<file path="config.mk">
export PLATFORM = sky130hd
export DESIGN_NAME = planar_rle_image_decoder
export DESIGN_NICKNAME = d
export VERILOG_FILES = /design/src/prle_pkg.sv /design/src/planar_rle_image_decoder.sv
export SDC_FILE = /design/constraint.sdc
export NUM_CORES = 1
export LEC_CHECK = 0
export BUFFER_PORTS_ARGS = -buffer_cell sky130_fd_sc_hd__buf_2
export CAP_MARGIN = 20
export CORE_ASPECT_RATIO = 0.8
export CORE_UTILIZATION = 63
export DETAILED_ROUTE_END_ITERATION = 7
export GPL_ROUTABILITY_DRIVEN = 0
export PLACE_DENSITY = 0.82
export RECOVER_POWER = 25
export SYNTH_ARGS = -nofsm -noshare
export SYNTH_HDL_FRONTEND = slang
export SYNTH_SLANG_ARGS = --single-unit
</file>
<file path="constraint.sdc">
create_clock -name clk -period 6.35 [get_ports clk]
set_clock_uncertainty 0.15 [all_clocks]
set_input_delay 1.27 -clock clk [delete_from_list [all_inputs] [get_ports clk]]
set_output_delay 1.27 -clock clk [all_outputs]
set_load 0.1 [all_outputs]
</file>
<file path="src/prle_pkg.sv">
// Package for the planar RLE image decoder: phase type, error codes, widths.
// No dependencies.
package prle_pkg;

  localparam int HEADER_BYTES_DEF = 2;
  localparam int PLANE_COUNT_DEF  = 4;

  localparam int SPAN_W  = 16;
  localparam int FILL_W  = 17;
  localparam int COUNT_W = 7;
  localparam int PLANE_W = 2;
  localparam int BYTE_W  = 8;
  localparam int ERR_W   = 3;

  typedef enum logic [2:0] {
    PH_HEADER  = 3'd0,
    PH_PACKET  = 3'd1,
    PH_LITERAL = 3'd2,
    PH_RUNVAL  = 3'd3,
    PH_DONE    = 3'd4,
    PH_ERROR   = 3'd5
  } phase_t;

  typedef logic [ERR_W-1:0] err_t;

  localparam err_t ERR_NONE      = 3'd0;
  localparam err_t ERR_SHORT_HDR = 3'd1;
  localparam err_t ERR_ZERO_SPAN = 3'd2;
  localparam err_t ERR_TRUNC_PKT = 3'd3;
  localparam err_t ERR_TRUNC_LIT = 3'd4;
  localparam err_t ERR_TRUNC_RUN = 3'd5;
  localparam err_t ERR_OVERRUN   = 3'd6;
  localparam err_t ERR_TRAILING  = 3'd7;

endpackage

</file>
<file path="src/planar_rle_image_decoder.sv">
// Planar RLE image decoder, top level: header parse, packet decode, result register.
// Depends on prle_pkg.
//
// Usage:
//   Input channel (in_valid/in_stall): one encoded byte per word, in_last_byte
//   marking the final byte of an image. The stream opens with HEADER_BYTES
//   header bytes (first two give the plane length, little endian), then
//   packets fill PLANE_COUNT planes in turn.
//   Result channel (out_valid/out_stall): at most one word per input byte,
//   carrying plane, value, repeat count and image_done, or a status word
//   (repeat 0) with image_done or an error code; bytes that cause nothing give none.
//   cfg_wr_en/cfg_wr_data write strict_end; write only while idle.
// Output and throughput:
//   A result is registered in out_* in the cycle after its byte is taken. One
//   byte per cycle while out_stall holds no result; the byte is decoded by
//   single-level logic from the phase and counters straight into the result register.
// Stall:
//   in_stall is high only while a result is held and out_stall is high; the
//   block takes a new byte in the same cycle the held result leaves.
// Reset:
//   rst_n low clears out_valid, returns to header phase and sets
//   strict_end to 1. No clearing pass.
module planar_rle_image_decoder
  import prle_pkg::*;
#(
  parameter int HEADER_BYTES = HEADER_BYTES_DEF,
  parameter int PLANE_COUNT  = PLANE_COUNT_DEF
) (
  input  logic               clk,
  input  logic               rst_n,
  input  logic               cfg_wr_en,
  input  logic               cfg_wr_data,
  input  logic               in_valid,
  output logic               in_stall,
  input  logic [BYTE_W-1:0]  in_byte,
  input  logic               in_last_byte,
  output logic               out_valid,
  input  logic               out_stall,
  output logic [PLANE_W-1:0] out_plane,
  output logic [BYTE_W-1:0]  out_value,
  output logic [COUNT_W-1:0] out_repeat_res,
  output logic               out_image_done,
  output logic [ERR_W-1:0]   out_error
);

  localparam int HC_W = $clog2(HEADER_BYTES);

  phase_t              phase_r, phase_nxt;
  logic [HC_W-1:0]     hc_r, hc_nxt;
  logic [SPAN_W-1:0]   span_r, span_nxt;
  logic [PLANE_W-1:0]  pidx_r, pidx_nxt;
  logic [FILL_W-1:0]   fill_r, fill_nxt;
  logic [COUNT_W-1:0]  left_r, left_nxt;
  logic                strict_r;

  logic                out_valid_r;
  logic [PLANE_W-1:0]  out_plane_r;
  logic [BYTE_W-1:0]   out_value_r;
  logic [COUNT_W-1:0]  out_rep_r;
  logic                out_done_r;
  err_t                out_err_r;

  logic                res_vld;
  logic [PLANE_W-1:0]  res_plane;
  logic [BYTE_W-1:0]   res_value;
  logic [COUNT_W-1:0]  res_rep;
  logic                res_done;
  err_t                res_err;

  logic                accept;
  logic [SPAN_W-1:0]   hdr_span;
  logic                hdr_last;
  logic [COUNT_W-1:0]  left_dec;
  logic [FILL_W-1:0]   fill_lit;
  logic [FILL_W:0]     run_sum;
  logic                run_over;
  logic                lit_data;
  logic                lit_end;
  logic                lit_over;
  logic [FILL_W-1:0]   fill_after;
  logic                plane_full;
  logic                last_plane;
  logic [PLANE_W-1:0]  pidx_inc;
  logic                cmp_go;
  logic                cmp_data;
  logic [COUNT_W-1:0]  cmp_rep;
  logic                cmp_done;

  assign in_stall = out_valid_r & out_stall;
  assign accept   = in_valid & ~in_stall;

  assign hdr_span = (hc_r == '0) ? {{(SPAN_W-BYTE_W){1'b0}}, in_byte} :
                    (hc_r == HC_W'(1)) ? {in_byte, span_r[BYTE_W-1:0]} : span_r;
  assign hdr_last = (hc_r == HC_W'(HEADER_BYTES - 1));

  assign left_dec   = left_r - COUNT_W'(1);
  assign fill_lit   = fill_r + FILL_W'(1);
  assign run_sum    = {1'b0, fill_r} + (FILL_W+1)'(left_r);
  assign run_over   = run_sum > (FILL_W+1)'(span_r);
  assign lit_data   = fill_r < FILL_W'(span_r);
  assign lit_end    = (left_dec == '0);
  assign lit_over   = fill_lit > FILL_W'(span_r);
  assign fill_after = (phase_r == PH_LITERAL) ? fill_lit :
                      (phase_r == PH_RUNVAL) ? run_sum[FILL_W-1:0] : fill_r;
  assign plane_full = (fill_after == FILL_W'(span_r));
  assign last_plane = (pidx_r >= PLANE_W'(PLANE_COUNT - 1));
  assign pidx_inc   = pidx_r + PLANE_W'(1);

  // packet completion: empty literal, last literal byte in range, run value in range
  assign cmp_go   = ((phase_r == PH_PACKET) && (in_byte == '0)) ||
                    ((phase_r == PH_LITERAL) && lit_end && !lit_over) ||
                    ((phase_r == PH_RUNVAL) && !run_over);
  assign cmp_data = (phase_r == PH_LITERAL) ? lit_data :
                    (phase_r == PH_RUNVAL) ? (left_r != '0) : 1'b0;
  assign cmp_rep  = (phase_r == PH_LITERAL) ? COUNT_W'(1) : left_r;
  assign cmp_done = !strict_r || in_last_byte;

  // next state; every marked last byte returns to header phase
  always_comb begin
    phase_nxt = phase_r;
    hc_nxt    = hc_r;
    span_nxt  = span_r;
    pidx_nxt  = pidx_r;
    fill_nxt  = fill_r;
    left_nxt  = left_r;
    if (in_last_byte) begin
      phase_nxt = PH_HEADER;
      hc_nxt    = '0;
      span_nxt  = '0;
      pidx_nxt  = '0;
      fill_nxt  = '0;
      left_nxt  = '0;
    end else if (cmp_go) begin
      left_nxt = (phase_r == PH_LITERAL) ? left_dec :
                 (phase_r == PH_RUNVAL) ? '0 : left_r;
      if (plane_full) begin
        fill_nxt = '0;
        if (last_plane) begin
          phase_nxt = PH_DONE;
        end else begin
          pidx_nxt  = pidx_inc;
          phase_nxt = PH_PACKET;
        end
      end else begin
        fill_nxt  = fill_after;
        phase_nxt = PH_PACKET;
      end
    end else begin
      unique case (phase_r)
        PH_HEADER: begin
          span_nxt = hdr_span;
          if (hdr_last) begin
            if (hdr_span == '0) begin
              phase_nxt = PH_ERROR;
            end else begin
              phase_nxt = PH_PACKET;
              pidx_nxt  = '0;
              fill_nxt  = '0;
              left_nxt  = '0;
            end
          end else begin
            hc_nxt = hc_r + HC_W'(1);
          end
        end
        PH_PACKET: begin
          left_nxt  = in_byte[COUNT_W-1:0];
          phase_nxt = in_byte[BYTE_W-1] ? PH_RUNVAL : PH_LITERAL;
        end
        PH_LITERAL: begin
          fill_nxt = fill_lit;
          left_nxt = left_dec;
          if (lit_end) begin
            phase_nxt = PH_ERROR;
          end
        end
        PH_RUNVAL: begin
          phase_nxt = PH_ERROR;
        end
        PH_DONE: begin
          if (strict_r) begin
            phase_nxt = PH_ERROR;
          end
        end
        default: begin
          phase_nxt = PH_ERROR;
        end
      endcase
    end
  end

  // result word
  always_comb begin
    res_vld   = 1'b0;
    res_plane = pidx_r;
    res_value = '0;
    res_rep   = '0;
    res_done  = 1'b0;
    res_err   = ERR_NONE;
    if (cmp_go) begin
      if (plane_full && last_plane) begin
        res_vld   = cmp_data || cmp_done;
        res_value = cmp_data ? in_byte : '0;
        res_rep   = cmp_data ? cmp_rep : '0;
        res_done  = cmp_done;
      end else if (in_last_byte) begin
        res_vld   = 1'b1;
        res_err   = ERR_TRUNC_PKT;
        res_plane = plane_full ? pidx_inc : pidx_r;
      end else if (cmp_data) begin
        res_vld   = 1'b1;
        res_value = in_byte;
        res_rep   = cmp_rep;
      end
    end else begin
      unique case (phase_r)
        PH_HEADER: begin
          if (hdr_last && (hdr_span == '0)) begin
            res_vld = 1'b1;
            res_err = ERR_ZERO_SPAN;
          end else if (in_last_byte) begin
            res_vld = 1'b1;
            res_err = hdr_last ? ERR_TRUNC_PKT : ERR_SHORT_HDR;
          end
        end
        PH_PACKET: begin
          if (in_last_byte) begin
            res_vld = 1'b1;
            res_err = in_byte[BYTE_W-1] ? ERR_TRUNC_RUN : ERR_TRUNC_LIT;
          end
        end
        PH_LITERAL: begin
          if (lit_end) begin
            res_vld = 1'b1;
            res_err = ERR_OVERRUN;
          end else if (in_last_byte) begin
            res_vld = 1'b1;
            res_err = ERR_TRUNC_LIT;
          end else if (lit_data) begin
            res_vld   = 1'b1;
            res_value = in_byte;
            res_rep   = COUNT_W'(1);
          end
        end
        PH_RUNVAL: begin
          res_vld = 1'b1;
          res_err = ERR_OVERRUN;
        end
        PH_DONE: begin
          if (strict_r) begin
            res_vld = 1'b1;
            res_err = ERR_TRAILING;
          end
        end
        default: begin
          res_vld = 1'b0;
        end
      endcase
    end
  end

  always_ff @(posedge clk) begin
    if (!rst_n) begin
      phase_r  <= PH_HEADER;
      hc_r     <= '0;
      span_r   <= '0;
      pidx_r   <= '0;
      fill_r   <= '0;
      left_r   <= '0;
      strict_r <= 1'b1;
    end else begin
      if (cfg_wr_en) begin
        strict_r <= cfg_wr_data;
      end
      if (accept) begin
        phase_r <= phase_nxt;
        hc_r    <= hc_nxt;
        span_r  <= span_nxt;
        pidx_r  <= pidx_nxt;
        fill_r  <= fill_nxt;
        left_r  <= left_nxt;
      end
    end
  end

  always_ff @(posedge clk) begin
    if (!rst_n) begin
      out_valid_r <= 1'b0;
    end else if (accept && res_vld) begin
      out_valid_r <= 1'b1;
    end else if (!out_stall) begin
      out_valid_r <= 1'b0;
    end
  end

  always_ff @(posedge clk) begin
    if (accept && res_vld) begin
      out_plane_r <= res_plane;
      out_value_r <= res_value;
      out_rep_r   <= res_rep;
      out_done_r  <= res_done;
      out_err_r   <= res_err;
    end
  end

  assign out_valid      = out_valid_r;
  assign out_plane      = out_plane_r;
  assign out_value      = out_value_r;
  assign out_repeat_res = out_rep_r;
  assign out_image_done = out_done_r;
  assign out_error      = out_err_r;

`ifndef SYNTH
  a_last_restarts: assert property (@(posedge clk) disable iff (!rst_n)
    (accept && in_last_byte) |=> (phase_r == PH_HEADER && fill_r == '0 && hc_r == '0))
    else $error("marked last byte did not return to header phase");

  a_literal_left: assert property (@(posedge clk) disable iff (!rst_n)
    (phase_r == PH_LITERAL) |-> (left_r != '0))
    else $error("literal phase with no bytes left");

  a_fill_bound: assert property (@(posedge clk) disable iff (!rst_n)
    (phase_r == PH_PACKET || phase_r == PH_RUNVAL) |->
      (fill_r <= FILL_W'(span_r) && pidx_r <= PLANE_W'(PLANE_COUNT - 1)))
    else $error("plane fill or index out of range between packets");

  a_status_word: assert property (@(posedge clk) disable iff (!rst_n)
    (out_valid && out_error != ERR_NONE) |-> (out_repeat_res == '0 && !out_image_done))
    else $error("error word carries data or done");
`endif

endmodule

</file>
==> metrics, run 1 <==
aggregate global routing overflow=0; Die Outline Area=between 10000 and 15000 um^2; endpoint type of the worst setup path=flip-flop; RSZ-0062 raised after global routing=no; post-synthesis cell type with the largest combined area=sky130_fd_sc_hd__dfxtp_1; Mapped Area=approximately 6600 um^2; worst path required time=just over 6000 ps; count of vias placed by the detailed router=7335; Clock Power Share=0.414; cell depth of the worst hold path=2; count of final hold-check violations=0; setup slack of the worst register-to-register path=approximately 550 ps; Post-Synth Adder-Cell Area=0.1144; Clock Root Buffer=sky130_fd_sc_hd__clkbuf_16; sw power=about 0.42 mW; global router's overall resource usage=0.4364; die span in y=between 90 and 100 um; leakage power=2.842 nW; multiplexer share of the synthesized area=0.02946; final cell count without fillers=just under 1000; number of flops mapped to enable cells by yosys=21; initial drt markers=1393; count of state elements after synthesis=69; most common flop cell mapped by yosys=sky130_fd_sc_hd__dfxtp_1; antenna diode count=0; shortest clock period the worst path allows after layout=5802 ps; final layout net count=about 930; critical path type=reg2reg; Sink Count=69; leading post-synthesis cells by cell area=sky130_fd_sc_hd__dfxtp_1, sky130_fd_sc_hd__ha_1, sky130_fd_sc_hd__edfxtp_1; internal power consumption=0.8925 mW; highest attainable clock frequency=between 150 and 200 MHz; pin slew with the least headroom to its limit=around 1200 ps; overall power consumption=between 1 and 1.5 mW; Post-CTS Setup Inserts=0; sequential share of power=0.369; most frequent cell after synthesis=sky130_fd_sc_hd__nand2_1; number of top-level pins=38; total power density per cell area=roughly 180 nW/um^2; main combinational cell family by area after synthesis=compound AO/OA/AOI/OAI gates; core area=around 10000 um^2; number of cells after detailed placement=~980; area share of the leading cell type in the synthesized netlist=0.1450; number of cell instances on the worst register-to-register path=15; Synthesis Warnings=0; post-synthesis average cell area=7.887 um^2; number of global-route vias before repair=between 6000 and 7000; clk slew on worst S/H paths=around 60 ps; Avg Vias per Cell=between 7 and 8; number of distinct library cells after synthesis=77; data arrival time at the worst-slack endpoint=between 5000 and 6000 ps; worst slew margin relative to its limit=0.2029; crit share post-route=0.9137; pin count of the biggest net entering global routing=40; number of CTS-inserted buffers=9; number of nets with antenna violations after routing=0; kind of path behind the tightest hold check=reg2reg; wire per inst=around 24 um; capturing point of the worst reg2reg path=out_repeat_res[3]$_SDFFCE_PP0P_; CTS-repair resized insts=0; async set or reset register ratio after synthesis=0; Worst Path Max Fanout=21; sum of negative setup slack=0 ps; wire length of the first global-routing pass=35.68 mm; result of the run=finished, violations left; Post-Route WL=roughly 24 mm; xor and xnor area share after synthesis=0.07139; fraction of the yosys area taken by sequential cells=0.2402; post-detailed-route DRC marker count=2; critical path startpoint=fill_r[0]$_SDFFE_PN0P_; Setup crit start kind=flip-flop; initial antenna violation count=1; Worst Min Path Start=span_r[8]$_SDFFE_PN0P_; endpoint of the worst hold-timing path=span_r[8]$_SDFFE_PN0P_; syn_nets=slightly above 900; Filler cells=between 800 and 900; violations in the final reports=DRC; number of detailed-routing iterations run before antenna repair=8; Syn-to-layout area delta=8.177%; post-synthesis compound-gate area fraction=0.2451; Switching Share=0.3220; CTS Hold Buffers Added=0; fin. max-slew vios=0; Die Width=about 120 um; number of max-cap violations=0; total setup violations reported at the end of the flow=0; logic gate share of total power=0.217; Starting Density=0.6470; share of synthesized cell area in and, or, nand and nor gates=0.2398; share of post-route cells with drive strength above 1=0.08070; clock tree buffer depth=2; CTS HTree Levels=3; number of port buffers=37; share of the core filled with cells in the final layout=0.6999; startpoint of the most critical register-to-register path=fill_r[0]$_SDFFE_PN0P_; number of standard cells after synthesis=840; Post-DP HPWL=~17 mm; Worst-Skew Late Latency=340 ps; list of most frequent post-synthesis cells=sky130_fd_sc_hd__nand2_1, sky130_fd_sc_hd__nor2_1, sky130_fd_sc_hd__ha_1, sky130_fd_sc_hd__dfxtp_1, sky130_fd_sc_hd__a21oi_1; CTS tree=yes; total number of placement rows=33; peak ir drop on the vdd network=0.0001703 V
[power by group through the flow]
stage | Combinational, mW | Clock (mW) | Sequential, mW
floorplan | 0.147 | 0 | 0.546
global placement | 0.268 | 0 | 0.492
detailed placement | 0.274 | 0 | 0.494
CTS | 0.277 | 0.547 | 0.484
global route | 0.298 | 0.562 | 0.487
finish | 0.286 | 0.544 | 0.486
[worst max-delay path, cell delays in order, from the launching register on]
cell	delay [ps]
sky130_fd_sc_hd__dfxtp_1	450
sky130_fd_sc_hd__ha_1	320
sky130_fd_sc_hd__fa_1	430
sky130_fd_sc_hd__a211oi_1	500
sky130_fd_sc_hd__nor3_1	180
sky130_fd_sc_hd__o211ai_1	480
sky130_fd_sc_hd__xnor2_1	120
sky130_fd_sc_hd__ha_1	320
sky130_fd_sc_hd__o21ai_0	80
sky130_fd_sc_hd__o21a_1	160
sky130_fd_sc_hd__o21ai_0	290
sky130_fd_sc_hd__o21ai_0	140
sky130_fd_sc_hd__o22ai_1	380
sky130_fd_sc_hd__o211ai_1	350
sky130_fd_sc_hd__o31a_1	400
sky130_fd_sc_hd__nand2_1	670
[routing by layer]
layer	vias to the layer above	share of wire	global-route usage
met3	181	0.16	0.1477
met2	718	0.40	0.6179
met1	3268	0.37	0.5731
met5	-	0	0
li1	3168	-	-
met4	0	0.064	0.2500
[worst max path at each step]
stage	end	slack (ps)	cells past startpoint
3_5_place_dp	out_repeat_res[5]$_SDFFCE_PP0P_	770	16
4_1_cts	out_value[3]$_DFFE_PP_	730	16
2_1_floorplan	out_error[0]$_DFFE_PP_	1390	16
6_report	out_repeat_res[3]$_SDFFCE_PP0P_	550	15
3_3_place_gp	out_repeat_res[3]$_SDFFCE_PP0P_	1020	16
5_1_grt	out_value[7]$_DFFE_PP_	410	16
[logic make-up after synthesis]
| kind of cell | Yosys count |
|---|---|
| compound gates | 237 |
| xor+xnor | 50 |
| flops | 69 |
| mux | 19 |
| buf+inv | 98 |
| fa+ha+maj | 60 |
| simple gates | 307 |
[layout make-up]
class                      instances  area [um^2]  share of cell area
sequential                        69         1592              0.2221
clock buffer                      10        229.0             0.03195
tap                              140        175.2             0.02444
clock inverter                     6        86.33             0.01205
timing repair buffer              54        284.0             0.03963
multi-input combinational        673         4639              0.6473
inverter                          43        161.4             0.02252
[state kept, by name (all words and copies together) (netlist names)]
name	count
out_error	3
out_image_done	1
span_r	16
pidx_r	2
phase_r	3
strict_r	1
left_r	7
out_repeat_res	7
hc_r	1
out_plane	2
fill_r	17
out_value	8
out_valid	1
[placed cells by master, fill, tap and decap left out, types with 5 or more instances in the layout]
master / n
sky130_fd_sc_hd__buf_2: 14
sky130_fd_sc_hd__xor2_1: 18
sky130_fd_sc_hd__a21o_1: 15
sky130_fd_sc_hd__o21a_1: 7
sky130_fd_sc_hd__nand2_1: 70
sky130_fd_sc_hd__buf_4: 17
sky130_fd_sc_hd__dfxtp_1: 48
sky130_fd_sc_hd__o211ai_1: 9
sky130_fd_sc_hd__nor3_1: 24
sky130_fd_sc_hd__ha_1: 59
sky130_fd_sc_hd__inv_1: 43
sky130_fd_sc_hd__o31ai_1: 5
sky130_fd_sc_hd__nand4_1: 17
sky130_fd_sc_hd__nor2_1: 69
sky130_fd_sc_hd__clkbuf_16: 9
sky130_fd_sc_hd__nand3_1: 33
sky130_fd_sc_hd__or3_1: 10
sky130_fd_sc_hd__and2_1: 5
sky130_fd_sc_hd__o22ai_1: 19
sky130_fd_sc_hd__a21boi_0: 10
sky130_fd_sc_hd__a211oi_1: 12
sky130_fd_sc_hd__a31oi_1: 12
sky130_fd_sc_hd__a22oi_1: 13
sky130_fd_sc_hd__edfxtp_1: 21
sky130_fd_sc_hd__a21oi_1: 44
sky130_fd_sc_hd__mux2i_1: 18
sky130_fd_sc_hd__xnor2_1: 29
sky130_fd_sc_hd__clkbuf_1: 24
sky130_fd_sc_hd__and4_1: 10
sky130_fd_sc_hd__or2_2: 7
sky130_fd_sc_hd__nor2b_1: 7
sky130_fd_sc_hd__o21ai_0: 38
sky130_fd_sc_hd__nand2b_1: 7
sky130_fd_sc_hd__nor4_1: 14
sky130_fd_sc_hd__and3_1: 12
[stage by stage]
step / cell area, um^2 / worst slack [ps] / hold slack, ps
finish: 7167 / 548.0 / 349.5
detailed placement: 6880 / 765.4 / 330.5
floorplan: 6625 / 1389 / 295.4
CTS: 7196 / 729.0 / 338.2
global placement: 6880 / 1016 / 317.2
global route: 7167 / 414.4 / 373.7
Power figures use the tool's default switching activity.
==> run 2, diff against run 1 <==
--- a/config.mk
+++ b/config.mk
@@ -9,4 +9,5 @@
 export CAP_MARGIN = 20
 export CORE_ASPECT_RATIO = 0.8
+export CORE_MARGIN = 2
 export CORE_UTILIZATION = 63
 export DETAILED_ROUTE_END_ITERATION = 7
==> constraint.sdc (replaced) <==
create_clock -name clk -period 6.35 [get_ports clk]
set_clock_uncertainty 0.15 [all_clocks]
set_input_delay 0.3175 -clock clk [delete_from_list [all_inputs] [get_ports clk]]
set_output_delay 0.3175 -clock clk [all_outputs]
set_load 0.1 [all_outputs]
==> metrics, run 2 (same netlist as run 1, synthesis figures left out) <==
CTS Hold Buffers Added=0; result of the run=finished, violations left; commonest non-fill, non-tap cell in the layout=sky130_fd_sc_hd__nand2_1; setup slack of the worst register-to-register path=around 520 ps; clk slew on worst S/H paths=60 ps; Syn-to-layout area delta=8.215%; cell depth of the worst hold path=3; maximum single-stage delay on the critical path=700 ps; pin count of the biggest net entering global routing=40; pin slew with the least headroom to its limit=around 1200 ps; Post-CTS Setup Inserts=0; pre-CTS setup slack=roughly 720 ps; cells along the critical path=ha_1, nand3_1, nor2_1, and3_1, xor2_1, ha_1, a21o_1, a21o_1, a2111oi_0, or3_1, nand4_1, o211a_1, or4_1, nand2_1; RSZ-0062 raised after global routing=no; post-detailed-route DRC marker count=12; wire length of the first global-routing pass=approximately 37 mm; Sink Count=69; highest attainable clock frequency=roughly 170 MHz; Post-DP HPWL=17.22 mm; number of detailed-routing iterations run before antenna repair=8; count of vias placed by the detailed router=approximately 7400; data arrival time at the worst-slack endpoint=~5600 ps; number of CTS-inserted buffers=9; clock tree buffer depth=2; total power density per cell area=roughly 180 nW/um^2; endpoint type of the worst setup path=flip-flop; crit path max-delay cell type=sky130_fd_sc_hd__nand2_1; crit share post-route=0.9180; worst slew margin relative to its limit=0.2137; number of cell instances on the worst register-to-register path=14; worst path required time=6160 ps; peak ir drop on the vdd network=0.0002003 V; worst setup path end=out_repeat_res[4]$_SDFFCE_PP0P_; capturing point of the worst reg2reg path=out_repeat_res[4]$_SDFFCE_PP0P_; delay-heaviest family, CP=simple AND/OR/NAND/NOR gates; crit path setup slack, layout=520.8 ps; max reg flops=17; Worst-Skew Late Latency=340 ps; post-placement cell area=6895 um^2; shortest clock period the worst path allows after layout=5829 ps; WHS=between 50 and 60 ps; Clock Root Buffer=sky130_fd_sc_hd__clkbuf_16; Starting Density=0.6470; initial drt markers=1840; share of post-route cells with drive strength above 1=0.08401; register with the most flip-flops=fill_r; number of top-level pins=38; area of all placed cells without fillers=between 7000 and 8000 um^2; core area=between 10000 and 15000 um^2; Worst Min Path Start=cfg_wr_data; number of port buffers=37; Worst Path Max Fanout=21; Die Width=118.7 um; initial antenna violation count=0; count of final hold-check violations=0; violations in the final reports=DRC; aggregate global routing overflow=0; WP buf/inv=0; Filler cells=853; sum of negative setup slack=0 ps; startpoint of the most critical register-to-register path=fill_r[1]$_SDFFE_PN0P_; total number of placement rows=33; final layout net count=between 900 and 1000; die span in y=95.72 um; Setup crit start kind=flip-flop; instance count on the critical path=14; leakage power=roughly 2.8 nW; total setup violations reported at the end of the flow=0; number of global-route vias before repair=~6800; critical path startpoint=fill_r[1]$_SDFFE_PN0P_; CTS-repair resized insts=0; commonest cells after routing, fill and taps aside=sky130_fd_sc_hd__nand2_1, sky130_fd_sc_hd__nor2_1, sky130_fd_sc_hd__ha_1; critical path type=reg2reg; kind of path behind the tightest hold check=in2reg; CTS tree=yes; global router's overall resource usage=0.4137; fin. max-slew vios=0; CTS HTree Levels=3; number of max-cap violations=0; number of nets with antenna violations after routing=0; antenna diode count=0; Die Outline Area=11360 um^2; Post-Route WL=23.55 mm; wire per inst=23.62 um; Avg Vias per Cell=~7.4
==> run 2: cell types whose count changed in the layout (fill, tap and decap cells not counted), sizes merged <==
cell and delta:
clkbuf +1, clkinvlp +1, buf +2, bufinv -1
inv -1
==> run 2: tightest hold or removal path, stage by stage <==
cell and delay (ps):
sky130_fd_sc_hd__buf_2 80, sky130_fd_sc_hd__mux2i_1 60, sky130_fd_sc_hd__nand2_1 60
==> run 2: layout make-up <==
class                           instances  area (um^2)  area share
Tap cell                              140        175.2     0.02443
Inverter                               43        161.4     0.02251
Multi-Input combinational cell        673         4639      0.6471
Sequential cell                        69         1592      0.2220
Clock inverter                          5        60.06    0.008377
Timing Repair Buffer                   56        299.0     0.04171
Clock buffer                           11        242.7     0.03386
==> run 2: worst min-delay path by stage <==
stage / end / slack, ps
6_report: strict_r$_SDFFE_PN1P_ / 50
5_1_grt: strict_r$_SDFFE_PN1P_ / 70
4_1_cts: strict_r$_SDFFE_PN1P_ / 50
3_5_place_dp: span_r[8]$_SDFFE_PN0P_ / 330
3_3_place_gp: pidx_r[1]$_SDFFE_PN0P_ / 320
2_1_floorplan: span_r[8]$_SDFFE_PN0P_ / 300
==> run 2: report_power, final <==
group | switching [mW] | internal, mW
Clock | 0.199 | 0.315
Sequential | 0.0173 | 0.470
Combinational | 0.207 | 0.0787
==> run 2: routing by layer <==
layer | vias up | GRT usage | part of all wire
met1 | 3343 | 0.5351 | 0.37
met3 | 176 | 0.1659 | 0.17
met4 | 2 | 0.2292 | 0.063
met2 | 692 | 0.5886 | 0.40
li1 | 3171 | - | -
met5 | - | 0 | 0.00093
==> run 2: through the flow <==
stage | util | std cells | power, mW
6_report | 0.7001 | 997 | 1.287
3_3_place_gp | 0.6734 | 981 | 0.7599
3_5_place_dp | 0.6734 | 981 | 0.7672
4_1_cts | 0.7030 | 997 | 1.276
5_1_grt | 0.7001 | 997 | 1.315
2_1_floorplan | - | 840 | 0.6927
==> run 3, diff against run 2 <==
==> constraint.sdc (replaced) <==
create_clock -name clk -period 6.35 [get_ports clk]
set_clock_uncertainty 0.15 [all_clocks]
set_input_delay 0.635 -clock clk [delete_from_list [all_inputs] [get_ports clk]]
set_output_delay 0.635 -clock clk [all_outputs]
set_load 0.1 [all_outputs]
==> metrics, run 3 (same netlist as run 1, synthesis figures left out) <==
initial antenna violation count=0; wire length of the first global-routing pass=~37 mm; setup slack of the worst register-to-register path=about 490 ps; crit path setup slack, layout=roughly 490 ps; pre-CTS setup slack=roughly 700 ps; worst slew margin relative to its limit=0.2136; Post-Route WL=between 20 and 25 mm; sum of negative setup slack=0 ps; Worst Path Max Fanout=21; number of global-route vias before repair=around 6800; CTS-repair resized insts=0; number of port buffers=37; share of post-route cells with drive strength above 1=0.08285; number of cell instances on the worst register-to-register path=16; number of CTS-inserted buffers=9; max reg flops=17; antenna diode count=0; pin slew with the least headroom to its limit=between 1000 and 1500 ps; overall power consumption=between 1 and 1.5 mW; number of top-level pins=38; area used by multi-input combinational logic=roughly 4600 um^2; pin count of the biggest net entering global routing=40; number of detailed-routing iterations run before antenna repair=8; Avg Vias per Cell=around 7.5; Die Width=118.7 um; number of cells after detailed placement=roughly 980; Post-DP HPWL=about 17 mm; Filler cells=853; core area=between 10000 and 15000 um^2; share of the core filled with cells in the final layout=0.7000; die span in y=95.72 um; post-placement cell area=a little under 7000 um^2; fin. max-slew vios=0; clock tree buffer depth=2; commonest non-fill, non-tap cell in the layout=sky130_fd_sc_hd__nand2_1; kind of path behind the tightest hold check=reg2reg; shortest clock period the worst path allows after layout=5856 ps; endpoint type of the worst setup path=flip-flop; final layout net count=between 900 and 1000; Starting Density=0.6470; final cell count without fillers=997; Die Outline Area=between 10000 and 15000 um^2; worst setup path end=out_repeat_res[4]$_SDFFCE_PP0P_; critical path startpoint=fill_r[0]$_SDFFE_PN0P_; initial drt markers=1840; aggregate global routing overflow=0; Clock Root Buffer=sky130_fd_sc_hd__clkbuf_16; total power density per cell area=179.6 nW/um^2; post-detailed-route DRC marker count=3; clk slew on worst S/H paths=roughly 60 ps; worst path required time=6160 ps; total number of placement rows=33; CTS HTree Levels=3; peak ir drop on the vdd network=between 0.0002 and 0.00025 V; number of nets with antenna violations after routing=0; CTS Hold Buffers Added=0; total setup violations reported at the end of the flow=0; capturing point of the worst reg2reg path=out_repeat_res[4]$_SDFFCE_PP0P_; count of final hold-check violations=0; Syn-to-layout area delta=8.196%; data arrival time at the worst-slack endpoint=about 5700 ps; count of vias placed by the detailed router=about 7500; CTS tree=yes; WHS=347.4 ps; area of all placed cells without fillers=7168 um^2; Post-CTS Setup Inserts=0; violations in the final reports=DRC; leakage power=2.839 nW; result of the run=finished, violations left; startpoint of the most critical register-to-register path=fill_r[0]$_SDFFE_PN0P_; Sink Count=69; register with the most flip-flops=fill_r; wire per inst=between 20 and 25 um; commonest cells after routing, fill and taps aside=sky130_fd_sc_hd__nand2_1, sky130_fd_sc_hd__nor2_1, sky130_fd_sc_hd__ha_1; global router's overall resource usage=0.4137; RSZ-0062 raised after global routing=no; number of max-cap violations=0; critical path type=reg2reg; crit share post-route=0.9222; highest attainable clock frequency=170.8 MHz; register area=roughly 1600 um^2; Setup crit start kind=flip-flop; Worst-Skew Late Latency=~340 ps
-- run 3: cell count changes in the layout (fill, tap and decap cells not counted) --
cell	before	now
sky130_fd_sc_hd__clkbuf_1	24	25
sky130_fd_sc_hd__buf_2	14	13
-- run 3: power breakdown --
part / switching (mW) / internal [mW]
combinational: 0.207 / 0.0786
sequential: 0.0174 / 0.470
clock: 0.198 / 0.315
total: 0.423 / 0.864
-- run 3: layout make-up --
cell class / count / area share
Multi-Input combinational cell: 673 / 0.6472
Tap cell: 140 / 0.02444
Clock buffer: 11 / 0.03386
Timing Repair Buffer: 56 / 0.04154
Clock inverter: 5 / 0.008378
Sequential cell: 69 / 0.2220
Inverter: 43 / 0.02252
-- run 3: worst min-delay path by stage --
stage | start | endpoint | slack [ps] | depth (start not counted)
final | span_r[8]$_SDFFE_PN0P_ | span_r[8]$_SDFFE_PN0P_ | 350 | 2
after detailed placement | span_r[8]$_SDFFE_PN0P_ | span_r[8]$_SDFFE_PN0P_ | 330 | 2
after CTS | span_r[8]$_SDFFE_PN0P_ | span_r[8]$_SDFFE_PN0P_ | 340 | 2
after floorplan | span_r[8]$_SDFFE_PN0P_ | span_r[8]$_SDFFE_PN0P_ | 300 | 2
after global routing | span_r[8]$_SDFFE_PN0P_ | span_r[8]$_SDFFE_PN0P_ | 370 | 2
after global placement | pidx_r[1]$_SDFFE_PN0P_ | pidx_r[1]$_SDFFE_PN0P_ | 320 | 2
-- run 3: critical path, cell delays in order, from the launching register on --
cell	delay [ps]
sky130_fd_sc_hd__dfxtp_1	440
sky130_fd_sc_hd__ha_1	310
sky130_fd_sc_hd__fa_1	430
sky130_fd_sc_hd__a211oi_1	490
sky130_fd_sc_hd__nor3_1	190
sky130_fd_sc_hd__or2_1	310
sky130_fd_sc_hd__nand2_1	110
sky130_fd_sc_hd__xnor2_1	120
sky130_fd_sc_hd__ha_1	260
sky130_fd_sc_hd__nand4_1	130
sky130_fd_sc_hd__nor2_1	90
sky130_fd_sc_hd__a221o_1	330
sky130_fd_sc_hd__a211oi_1	240
sky130_fd_sc_hd__o22ai_1	240
sky130_fd_sc_hd__o211a_1	340
sky130_fd_sc_hd__or4_1	590
sky130_fd_sc_hd__nand2_1	700
-- run 3: metal layers --
layer,global-route usage,wire (um)
met2,0.5886,9302
met3,0.1659,4025
met4,0.2292,1551
met5,0,0
met1,0.5351,8687
